## src/rtl/core/lps_pkg.sv

```systemverilog
// ---------------------------------------------------------------------------
// lps_pkg
// shared types, register indexes and constants of the led strip pattern
// sequencer
// ---------------------------------------------------------------------------
package lps_pkg;

    localparam int STRIP_LENGTH_DEF = 144;

    localparam int CFG_IDX_W  = 3;
    localparam int CFG_DATA_W = 24;
    localparam int TIME_W     = 16;
    localparam int STAMP_W    = 32;
    localparam int INDEX_W    = 8;
    localparam int CHAN_W     = 8;
    localparam int RGB_W      = 3 * CHAN_W;

    localparam logic [STAMP_W-1:0] PULSE_MS = 32'd100;

    localparam logic [CFG_IDX_W-1:0] REG_PATTERN    = 3'd0;
    localparam logic [CFG_IDX_W-1:0] REG_COLOR      = 3'd1;
    localparam logic [CFG_IDX_W-1:0] REG_ON_TIME    = 3'd2;
    localparam logic [CFG_IDX_W-1:0] REG_OFF_TIME   = 3'd3;
    localparam logic [CFG_IDX_W-1:0] REG_PAUSE_TIME = 3'd4;
    localparam logic [CFG_IDX_W-1:0] REG_STEP_TIME  = 3'd5;

    localparam logic [TIME_W-1:0] ON_TIME_RST    = 16'd200;
    localparam logic [TIME_W-1:0] OFF_TIME_RST   = 16'd200;
    localparam logic [TIME_W-1:0] PAUSE_TIME_RST = 16'd700;
    localparam logic [TIME_W-1:0] STEP_TIME_RST  = 16'd10;

    typedef enum logic [1:0] {
        PAT_SOLID = 2'd0,
        PAT_BLINK = 2'd1,
        PAT_HEART = 2'd2,
        PAT_SWEEP = 2'd3
    } pattern_t;

    typedef enum logic [2:0] {
        PH_UP0   = 3'd0,
        PH_DN0   = 3'd1,
        PH_UP1   = 3'd2,
        PH_DN1   = 3'd3,
        PH_PAUSE = 3'd4
    } heart_phase_t;

    typedef enum logic {
        ACT_FILL = 1'b0,
        ACT_SET  = 1'b1
    } action_t;

    typedef struct packed {
        pattern_t          pattern;
        logic [RGB_W-1:0]  color;
        logic [TIME_W-1:0] on_time;
        logic [TIME_W-1:0] off_time;
        logic [TIME_W-1:0] pause_time;
        logic [TIME_W-1:0] step_time;
    } lps_cfg_t;

    typedef struct packed {
        logic               emit;
        action_t            action;
        logic [INDEX_W-1:0] pixel_index;
        logic [RGB_W-1:0]   rgb;
    } lps_result_t;

endpackage

```

## src/rtl/core/lps_cfg_regs.sv

```systemverilog
// ---------------------------------------------------------------------------
// lps_cfg_regs
// configuration register file; a pattern write raises a sequence clear
// ---------------------------------------------------------------------------
module lps_cfg_regs (
    input  logic                          clk,
    input  logic                          rst_n,
    input  logic                          cfg_valid,
    output logic                          cfg_ready,
    input  logic [lps_pkg::CFG_IDX_W-1:0] cfg_index,
    input  logic [lps_pkg::CFG_DATA_W-1:0] cfg_data,
    output lps_pkg::lps_cfg_t             cfg,
    output logic                          seq_clear
);
    import lps_pkg::*;

    lps_cfg_t cfg_reg;
    lps_cfg_t cfg_next;
    logic     cfg_write;

    assign cfg_ready = 1'b1;
    assign cfg_write = cfg_valid && cfg_ready;

    always_comb
    begin
        cfg_next = cfg_reg;
        if (cfg_write)
        begin
            unique case (cfg_index)
                REG_PATTERN:    cfg_next.pattern    = pattern_t'(cfg_data[1:0]);
                REG_COLOR:      cfg_next.color      = cfg_data[RGB_W-1:0];
                REG_ON_TIME:    cfg_next.on_time    = cfg_data[TIME_W-1:0];
                REG_OFF_TIME:   cfg_next.off_time   = cfg_data[TIME_W-1:0];
                REG_PAUSE_TIME: cfg_next.pause_time = cfg_data[TIME_W-1:0];
                REG_STEP_TIME:  cfg_next.step_time  = cfg_data[TIME_W-1:0];
                default:        cfg_next            = cfg_reg;
            endcase
        end
    end

    always_ff @(posedge clk or negedge rst_n)
    begin
        if (!rst_n)
        begin
            cfg_reg.pattern    <= PAT_SOLID;
            cfg_reg.color      <= '0;
            cfg_reg.on_time    <= ON_TIME_RST;
            cfg_reg.off_time   <= OFF_TIME_RST;
            cfg_reg.pause_time <= PAUSE_TIME_RST;
            cfg_reg.step_time  <= STEP_TIME_RST;
        end
        else
        begin
            cfg_reg <= cfg_next;
        end
    end

    assign cfg       = cfg_reg;
    assign seq_clear = cfg_write && (cfg_index == REG_PATTERN);

endmodule

```

## src/rtl/core/lps_engine.sv

```systemverilog
// ---------------------------------------------------------------------------
// lps_engine
// pattern sequence state and the per-tick command decision
// ---------------------------------------------------------------------------
module lps_engine #(
    parameter int STRIP_LENGTH = lps_pkg::STRIP_LENGTH_DEF
) (
    input  logic                        clk,
    input  logic                        rst_n,
    input  logic                        step,
    input  logic                        seq_clear,
    input  logic [lps_pkg::STAMP_W-1:0] now_ms,
    input  lps_pkg::lps_cfg_t           cfg,
    output lps_pkg::lps_result_t        res
);
    import lps_pkg::*;

    localparam int CNT_W = $clog2(STRIP_LENGTH + 1);
    localparam logic [CNT_W-1:0] LAST_COUNT = CNT_W'(STRIP_LENGTH);

    logic [STAMP_W-1:0] last_stamp_reg;
    logic [STAMP_W-1:0] last_stamp_next;
    logic               stamp_loaded_reg;
    logic               stamp_loaded_next;
    logic               lit_reg;
    logic               lit_next;
    heart_phase_t       heart_phase_reg;
    heart_phase_t       heart_phase_next;
    logic               sweep_started_reg;
    logic               sweep_started_next;
    logic [CNT_W-1:0]   pixel_count_reg;
    logic [CNT_W-1:0]   pixel_count_next;

    logic [STAMP_W-1:0]       base;
    logic [STAMP_W-1:0]       elapsed;
    logic                     gt_on;
    logic                     gt_off;
    logic                     gt_pulse;
    logic                     gt_pause;
    logic                     gt_step;
    logic [CNT_W-1:0]         count_inc;
    logic [CNT_W+INDEX_W-1:0] count_ext;

    // first tick after a clear takes its own stamp as the base
    assign base      = stamp_loaded_reg ? last_stamp_reg : now_ms;
    assign elapsed   = now_ms - base;
    assign gt_on     = elapsed > {{(STAMP_W-TIME_W){1'b0}}, cfg.on_time};
    assign gt_off    = elapsed > {{(STAMP_W-TIME_W){1'b0}}, cfg.off_time};
    assign gt_pulse  = elapsed > PULSE_MS;
    assign gt_pause  = elapsed > {{(STAMP_W-TIME_W){1'b0}}, cfg.pause_time};
    assign gt_step   = elapsed > {{(STAMP_W-TIME_W){1'b0}}, cfg.step_time};
    assign count_inc = pixel_count_reg + CNT_W'(1);
    assign count_ext = {{INDEX_W{1'b0}}, pixel_count_reg};

    // next state
    always_comb
    begin
        last_stamp_next    = last_stamp_reg;
        stamp_loaded_next  = stamp_loaded_reg;
        lit_next           = lit_reg;
        heart_phase_next   = heart_phase_reg;
        sweep_started_next = sweep_started_reg;
        pixel_count_next   = pixel_count_reg;
        if (seq_clear)
        begin
            last_stamp_next    = '0;
            stamp_loaded_next  = 1'b0;
            lit_next           = 1'b0;
            heart_phase_next   = PH_UP0;
            sweep_started_next = 1'b0;
            pixel_count_next   = '0;
        end
        else if (step)
        begin
            last_stamp_next   = base;
            stamp_loaded_next = 1'b1;
            unique case (cfg.pattern)
                PAT_SOLID:
                begin
                end
                PAT_BLINK:
                begin
                    if ((!lit_reg && gt_off) || (lit_reg && gt_on))
                    begin
                        last_stamp_next = now_ms;
                        lit_next        = !lit_reg;
                    end
                end
                PAT_HEART:
                begin
                    unique case (heart_phase_reg)
                        PH_UP0, PH_DN0, PH_UP1, PH_DN1:
                        begin
                            if (gt_pulse)
                            begin
                                last_stamp_next  = now_ms;
                                heart_phase_next = heart_phase_t'(heart_phase_reg + 3'd1);
                            end
                        end
                        PH_PAUSE:
                        begin
                            if (gt_pause)
                            begin
                                last_stamp_next  = now_ms;
                                heart_phase_next = PH_UP0;
                            end
                        end
                        default: heart_phase_next = PH_UP0;
                    endcase
                end
                PAT_SWEEP:
                begin
                    if (!sweep_started_reg)
                    begin
                        sweep_started_next = 1'b1;
                        pixel_count_next   = '0;
                    end
                    else if (gt_step)
                    begin
                        last_stamp_next  = now_ms;
                        pixel_count_next = count_inc;
                        if (count_inc >= LAST_COUNT)
                            sweep_started_next = 1'b0;
                    end
                end
                default:
                begin
                end
            endcase
        end
    end

    // command for this tick
    always_comb
    begin
        res.emit        = 1'b0;
        res.action      = ACT_FILL;
        res.pixel_index = '0;
        res.rgb         = '0;
        unique case (cfg.pattern)
            PAT_SOLID:
            begin
                res.emit = 1'b1;
                res.rgb  = cfg.color;
            end
            PAT_BLINK:
            begin
                if (!lit_reg && gt_off)
                begin
                    res.emit = 1'b1;
                    res.rgb  = cfg.color;
                end
                else if (lit_reg && gt_on)
                    res.emit = 1'b1;
            end
            PAT_HEART:
            begin
                unique case (heart_phase_reg)
                    PH_UP0, PH_UP1:
                    begin
                        res.emit = gt_pulse;
                        res.rgb  = cfg.color;
                    end
                    PH_DN0, PH_DN1: res.emit = gt_pulse;
                    PH_PAUSE:       res.emit = gt_pause;
                    default:        res.emit = 1'b0;
                endcase
            end
            PAT_SWEEP:
            begin
                if (!sweep_started_reg)
                    res.emit = 1'b1;
                else if (gt_step)
                begin
                    res.emit        = 1'b1;
                    res.action      = ACT_SET;
                    res.pixel_index = count_ext[INDEX_W-1:0];
                    res.rgb         = cfg.color;
                end
            end
            default: res.emit = 1'b0;
        endcase
    end

    always_ff @(posedge clk or negedge rst_n)
    begin
        if (!rst_n)
        begin
            last_stamp_reg    <= '0;
            stamp_loaded_reg  <= 1'b0;
            lit_reg           <= 1'b0;
            heart_phase_reg   <= PH_UP0;
            sweep_started_reg <= 1'b0;
            pixel_count_reg   <= '0;
        end
        else
        begin
            last_stamp_reg    <= last_stamp_next;
            stamp_loaded_reg  <= stamp_loaded_next;
            lit_reg           <= lit_next;
            heart_phase_reg   <= heart_phase_next;
            sweep_started_reg <= sweep_started_next;
            pixel_count_reg   <= pixel_count_next;
        end
    end

    a_sweep_count_in_range: assert property (@(posedge clk) disable iff (!rst_n)
        sweep_started_reg |-> (pixel_count_reg < LAST_COUNT))
        else $error("sweep pixel count past strip end");

    a_step_loads_stamp: assert property (@(posedge clk) disable iff (!rst_n)
        (step && !seq_clear) |=> stamp_loaded_reg)
        else $error("stamp not loaded after a tick");

    a_clear_resets_state: assert property (@(posedge clk) disable iff (!rst_n)
        seq_clear |=> (!stamp_loaded_reg && !lit_reg && !sweep_started_reg
                       && heart_phase_reg == PH_UP0))
        else $error("sequence state not cleared");

endmodule

```

## src/rtl/core/led_strip_pattern_sequencer.sv

```systemverilog
// ---------------------------------------------------------------------------
// led_strip_pattern_sequencer
// time-stamped tick in, at most one strip fill or pixel-set command out
// ---------------------------------------------------------------------------
// an accepted tick waits in the input register; its command is then registered in the result register
// throughput: one tick per cycle while out_stall does not hold a full result register, set by
//   the input register and the combinational subtract/compare and registered state update of the engine
// ticks that produce no command still pass through the engine and update its state
// reset: rst_n clears all sequence state, empties both registers and loads
//   the register reset values; a pattern write also clears sequence state
module led_strip_pattern_sequencer #(
    parameter int STRIP_LENGTH = lps_pkg::STRIP_LENGTH_DEF
) (
    input  logic                           clk,
    input  logic                           rst_n,
    input  logic                           in_valid,
    output logic                           in_stall,
    input  logic [lps_pkg::STAMP_W-1:0]    now_ms,
    output logic                           out_valid,
    input  logic                           out_stall,
    output logic                           action,
    output logic [lps_pkg::INDEX_W-1:0]    pixel_index,
    output logic [lps_pkg::CHAN_W-1:0]     red,
    output logic [lps_pkg::CHAN_W-1:0]     green,
    output logic [lps_pkg::CHAN_W-1:0]     blue,
    input  logic                           cfg_valid,
    output logic                           cfg_ready,
    input  logic [lps_pkg::CFG_IDX_W-1:0]  cfg_index,
    input  logic [lps_pkg::CFG_DATA_W-1:0] cfg_data
);
    import lps_pkg::*;

    lps_cfg_t    cfg;
    logic        seq_clear;
    lps_result_t res;

    logic               in_valid_reg;
    logic               in_valid_next;
    logic [STAMP_W-1:0] now_reg;
    logic               out_valid_reg;
    logic               out_valid_next;
    lps_result_t        out_reg;
    logic               in_take;
    logic               advance;

    lps_cfg_regs u_cfg (
        .clk       (clk),
        .rst_n     (rst_n),
        .cfg_valid (cfg_valid),
        .cfg_ready (cfg_ready),
        .cfg_index (cfg_index),
        .cfg_data  (cfg_data),
        .cfg       (cfg),
        .seq_clear (seq_clear)
    );

    lps_engine #(
        .STRIP_LENGTH (STRIP_LENGTH)
    ) u_engine (
        .clk       (clk),
        .rst_n     (rst_n),
        .step      (advance),
        .seq_clear (seq_clear),
        .now_ms    (now_reg),
        .cfg       (cfg),
        .res       (res)
    );

    // held tick moves on when the result register is free or being emptied
    assign advance  = in_valid_reg && (!out_valid_reg || !out_stall);
    assign in_stall = in_valid_reg && !advance;
    assign in_take  = in_valid && !in_stall;

    always_comb
    begin
        in_valid_next = in_valid_reg;
        if (in_take)
            in_valid_next = 1'b1;
        else if (advance)
            in_valid_next = 1'b0;
    end

    always_comb
    begin
        out_valid_next = out_valid_reg && out_stall;
        if (advance)
            out_valid_next = res.emit;
    end

    always_ff @(posedge clk or negedge rst_n)
    begin
        if (!rst_n)
        begin
            in_valid_reg  <= 1'b0;
            out_valid_reg <= 1'b0;
        end
        else
        begin
            in_valid_reg  <= in_valid_next;
            out_valid_reg <= out_valid_next;
        end
    end

    always_ff @(posedge clk)
    begin
        if (in_take)
            now_reg <= now_ms;
        if (advance && res.emit)
            out_reg <= res;
    end

    assign out_valid   = out_valid_reg;
    assign action      = out_reg.action;
    assign pixel_index = out_reg.pixel_index;
    assign red         = out_reg.rgb[3*CHAN_W-1:2*CHAN_W];
    assign green       = out_reg.rgb[2*CHAN_W-1:CHAN_W];
    assign blue        = out_reg.rgb[CHAN_W-1:0];

    a_stall_only_when_blocked: assert property (@(posedge clk) disable iff (!rst_n)
        in_stall |-> (out_valid && out_stall))
        else $error("input stalled while result path free");

    a_no_request_from_nothing: assert property (@(posedge clk) disable iff (!rst_n)
        !in_valid_reg |=> (!out_valid || $past(out_valid && out_stall)))
        else $error("command request without a tick");

    a_fill_has_zero_index: assert property (@(posedge clk) disable iff (!rst_n)
        (out_valid && action == ACT_FILL) |-> (pixel_index == '0))
        else $error("fill request with nonzero pixel index");

endmodule

```

## config.mk

```make
export PLATFORM = sky130hd
export DESIGN_NAME = led_strip_pattern_sequencer
export DESIGN_NICKNAME = d
export VERILOG_FILES = /design/src/rtl/core/lps_pkg.sv /design/src/rtl/core/lps_cfg_regs.sv /design/src/rtl/core/lps_engine.sv /design/src/rtl/core/led_strip_pattern_sequencer.sv
export SDC_FILE = /design/constraint.sdc
export NUM_CORES = 1
export LEC_CHECK = 0
export ABC_CLOCK_PERIOD_IN_PS = 5700
export BUFFER_PORTS_ARGS = -buffer_cell sky130_fd_sc_hd__buf_2
export CORE_MARGIN = 3
export CORE_UTILIZATION = 57
export CTS_BUF_LIST = sky130_fd_sc_hd__clkbuf_4
export DETAILED_ROUTE_END_ITERATION = 16
export GPL_TIMING_DRIVEN = 0
export PLACE_DENSITY = 0.81
export SYNTH_ARGS = -nofsm -noshare
export SYNTH_HDL_FRONTEND = slang
export SYNTH_SLANG_ARGS = --single-unit
export TNS_END_PERCENT = 5
```

## constraint.sdc

```tcl
create_clock -name clk -period 5.7 [get_ports clk]
set_input_delay 1.14 -clock clk [delete_from_list [all_inputs] [get_ports clk]]
set_output_delay 1.14 -clock clk [all_outputs]
set_load 0.005 [all_outputs]
```

==> results.txt <==
The total number of vias is around 10000. The design draws 7.53 mW. Counting the fill cells in the layout gives 1621. The number of antenna violations at the first check in global routing came out at 1. Across the VDD grid, the largest voltage drop is 0.324 mV. The number of synthesized flops with an enable pin came out at 65.

The deepest level of the CTS H-tree is 2. The number of max-slew violations in the final report came out at 0. The setup skew after layout is 49.9 ps.

On the worst path, the slowest cell contributes a delay of 550 ps. For this run, the leading register cell type out of synthesis is sky130_fd_sc_hd__dfrtp_1. The run finished with clean final reports. The clock transition at the registers of the reported paths came out at ~70 ps. Setup violations remaining at the end of the flow were counted as 0.

The total global routing overflow came out at 0. The share of post-route cells with drive strength above 1 came out at 24.7%. The share of flip-flops with an asynchronous set or reset is just under 70%.

The worst path required time came out at approximately 6100 ps. The total CTS buffers came out at 53. The category of the most critical setup path is flop to flop. The achievable frequency is 180 MHz.

The leakage power of the design came out at 6.43 nW. The flip-flop and latch count after synthesis is 203. Among all stages on the critical path, the largest delay is contributed by sky130_fd_sc_hd__or4_1. Input and output buffers added on the ports amount to 98. Global routing consumed, over all layers together, approximately 26% of the routing resources. The final layout contains routed wiring with a total length of 31.1 mm.

From synthesis to final layout, the design area changed by 16.3%. Using the TritonRoute via totals, the vias-per-cell ratio works out to around 6.1. The number of detailed-routing iterations run before antenna repair is 8. The worst setup path is launched from a flop. The initial standard-cell utilization of the core came out at roughly three fifths. The number of nets in the synthesized netlist is 1368. CTS saw about 200 sinks. The final critical path takes up 97.3% of the cycle. The HPWL after detailed placement came out at 22.3 mm. The number of buffers and inverters on the critical path came out at 5. The power per unit of standard cell area came out at 521 nW/um2.

Leaving out fill and tap cells, the most frequent cells in the layout are sky130_fd_sc_hd__dfrtp_1, sky130_fd_sc_hd__buf_2, sky130_fd_sc_hd__nand2_1, sky130_fd_sc_hd__ha_1, sky130_fd_sc_hd__clkbuf_4. The path class of the tightest hold or removal check is input pin to async pin. The minimum clock period after layout is about 5500 ps.

The root buffer cell is sky130_fd_sc_hd__clkbuf_4. The number of hold violations in the final report came to 0. The worst-case clock buffer depth came out at 3.

The detail route stage leaves a number of antenna-violating nets equal to 0. The average cell area after synthesis came out at 10.3 um2. The routed wirelength normalized by instance count came out at 18.3 um. The cell that appears most often on the critical path is sky130_fd_sc_hd__a21o_1. The routability congestion estimate came out at 0.930.

The CTS tree is done. The number of non-filler instances in the completed layout came out at around 1700. Counting distinct cell types in the post-synthesis netlist gives 82.

The area of the placeable core is 21200 um2. The number of flip-flops under the largest register name came out at 90. The tightest slew margin relative to the limit is 44.3%. In the routed design, unresolved DRC markers number 0. Sequential elements use 43.6% of the synthesized area. The wire length of the first global-routing pass came out at 50.5 mm. The count of routing violations after the opening detailed-route iteration is 852.

The library cell used most frequently in the layout, excluding fill and tap cells, is sky130_fd_sc_hd__dfrtp_1. The signal on the critical path passes through buf_6, buf_12, o21ai_1, ha_1, inv_1, fa_2, a211o_1, buf_4, a21o_1, and2_2, ha_1, or4_1, o21ai_2, a21oi_2, maj3_1, a21o_1, a21o_1, or3_4, a31oi_4, a22oi_2, clkbuf_8, and2_1. For the worst-skew pair, the clock arrives at the later sink with an insertion delay of approximately 700 ps. Yosys printed 0 warnings. The number of instances in the synthesized netlist is 1208. The number of global-route vias before repair came out at 10016.

The worst setup path is captured at a flop. The overall die area came out at 23600 um2. The die is about 150 um tall.

The total of max-cap violations came out at 0. The largest net degree at the start of global routing came out at 74. The largest delay contributor family on the critical path is compound AO/OA/AOI/OAI gates. The number of placed instances, taps included came out at 1582. The critical-path maximum fanout is 10.

The number of hold buffers added after CTS is 0. The count of standard-cell rows is 53. At the pin with the least slew margin, the transition time is approximately 830 ps.

The layout net count is roughly 1500. The boundary pin count came out at 100. The floorplan step set the die width to around 150 um. The synthesized cell area came out at 12400 um2. The arrival time at the worst endpoint came out at between 5000 and 6000 ps.
-- where the power goes --
part | internal (mW) | leakage (nW) | switching, mW
registers | 1.88 | 2.31 | 0.182
clock network | 0.804 | 0.450 | 0.622
logic | 1.68 | 3.67 | 2.37
total | 4.36 | 6.43 | 3.17
-- cell usage after synthesis, types with 11 or more instances --
| cell type | n | share of area [%] |
|---|---|---|
| sky130_fd_sc_hd__a21o_1 | 19 | 1.1 |
| sky130_fd_sc_hd__a21oi_1 | 67 | 2.7 |
| sky130_fd_sc_hd__a32o_1 | 32 | 2.6 |
| sky130_fd_sc_hd__and2_1 | 43 | 2.2 |
| sky130_fd_sc_hd__and3_1 | 14 | 0.70 |
| sky130_fd_sc_hd__buf_2 | 11 | 0.44 |
| sky130_fd_sc_hd__clkbuf_1 | 33 | 1.0 |
| sky130_fd_sc_hd__dfrtp_1 | 124 | 25 |
| sky130_fd_sc_hd__dfstp_2 | 14 | 3.0 |
| sky130_fd_sc_hd__edfxtp_1 | 65 | 16 |
| sky130_fd_sc_hd__ha_1 | 95 | 9.6 |
| sky130_fd_sc_hd__inv_1 | 75 | 2.3 |
| sky130_fd_sc_hd__mux2_2 | 66 | 6.0 |
| sky130_fd_sc_hd__mux2i_1 | 39 | 3.1 |
| sky130_fd_sc_hd__nand2_1 | 95 | 2.9 |
| sky130_fd_sc_hd__nand2b_1 | 16 | 0.81 |
| sky130_fd_sc_hd__nand3_1 | 27 | 1.1 |
| sky130_fd_sc_hd__nand4_1 | 19 | 0.96 |
| sky130_fd_sc_hd__nor2_1 | 53 | 1.6 |
| sky130_fd_sc_hd__nor3_1 | 28 | 1.1 |
| sky130_fd_sc_hd__o211ai_1 | 11 | 0.66 |
| sky130_fd_sc_hd__o21ai_0 | 73 | 2.9 |
| sky130_fd_sc_hd__or3_1 | 11 | 0.55 |
| sky130_fd_sc_hd__xnor2_1 | 16 | 1.1 |
-- layer usage --
layer  part of all wire [%]  track usage [%]  wire [um]  vias to the layer above
met5                      0                0          0                        -
met4                    2.5             8.58        776                        0
li1                       -                -          -                     4864
met3                    7.1             4.90       2210                       72
met2                     47             42.4      14800                      400
met1                     43             34.7      13300                     4919
-- timing repair --
item | 4_1_cts | 5_1_grt
hold endpoints to repair | 0 | 0
setup buffers | 3 | 7
cloned | 3 | 1
pin swaps | 10 | 8
endpoints found under the setup margin | 112 | 99
gates resized for setup | 37 | 38
-- cell type report --
cell class / instances / area [um2] / area share [%]
Timing Repair Buffer: 112 / 638 / 4.41
Clock buffer: 83 / 623 / 4.31
Sequential cell: 203 / 5420 / 37.5
Inverter: 75 / 282 / 1.95
Antenna cell: 1 / 2.50 / 0.0173
Buffer: 49 / 290 / 2.01
Clock inverter: 17 / 156 / 1.08
Tap cell: 275 / 344 / 2.38
Multi-Input combinational cell: 879 / 6700 / 46.3
-- worst paths after layout --
check | from | to | slack [ps] | cells after the start
worst min register to register | u_engine.last_stamp_reg[23] | u_engine.last_stamp_reg[23] | 490 | 1
min in group clk | u_engine.last_stamp_reg[23] | u_engine.last_stamp_reg[23] | 490 | 1
worst max register to register | u_engine.stamp_loaded_reg | blue[6] | 150 | 22
worst max-delay path | u_engine.stamp_loaded_reg | blue[6] | 150 | 22
worst min-delay path | rst_n | u_cfg.cfg[80] | 440 | 1
max in group asynchronous | rst_n | u_engine.last_stamp_reg[23] | 4410 | 2
-- per-stage QoR --
stage / TNS [ps] / setup slack, ps / hold WS [ps] / cell area, um2 / util [%]
2_1_floorplan: 0 / 39.8 / 466 / 12400 / -
5_1_grt: -451 / -41.7 / 457 / 14500 / 68.1
6_report: 0 / 151 / 443 / 14500 / 68.1
3_3_place_gp: -130350 / -1360 / 473 / 13300 / 62.5
4_1_cts: 0 / 15.6 / 449 / 14300 / 67.2
3_5_place_dp: -138260 / -1470 / 481 / 13300 / 62.7
-- logic make-up (layout without fill, tap and decap cells) --
| group | count (synthesis) | after routing | share of synthesized area (%) |
|---|---|---|---|
| compound gates | 300 | 300 | 16.9 |
| xor+xnor | 20 | 20 | 1.41 |
| fa+ha+maj | 100 | 100 | 10.0 |
| buf+inv | 127 | 336 | 4.16 |
| flops | 203 | 203 | 43.6 |
| mux | 105 | 105 | 9.12 |
| other cells | 1 | 2 | 0.0302 |
| simple gates | 352 | 353 | 14.7 |
-- worst reg2reg max path, stage by stage, from the launching register on --
cell	delay [ps]
sky130_fd_sc_hd__dfrtp_1	400
sky130_fd_sc_hd__buf_6	160
sky130_fd_sc_hd__buf_12	150
sky130_fd_sc_hd__o21ai_1	130
sky130_fd_sc_hd__ha_1	170
sky130_fd_sc_hd__inv_1	50
sky130_fd_sc_hd__fa_2	340
sky130_fd_sc_hd__a211o_1	300
sky130_fd_sc_hd__buf_4	150
sky130_fd_sc_hd__a21o_1	160
sky130_fd_sc_hd__and2_2	240
sky130_fd_sc_hd__ha_1	210
sky130_fd_sc_hd__or4_1	550
sky130_fd_sc_hd__o21ai_2	180
sky130_fd_sc_hd__a21oi_2	100
sky130_fd_sc_hd__maj3_1	370
sky130_fd_sc_hd__a21o_1	190
sky130_fd_sc_hd__a21o_1	200
sky130_fd_sc_hd__or3_4	420
sky130_fd_sc_hd__a31oi_4	180
sky130_fd_sc_hd__a22oi_2	240
sky130_fd_sc_hd__clkbuf_8	250
sky130_fd_sc_hd__and2_1	160
Note: power is estimated with default switching activity, not from simulation.
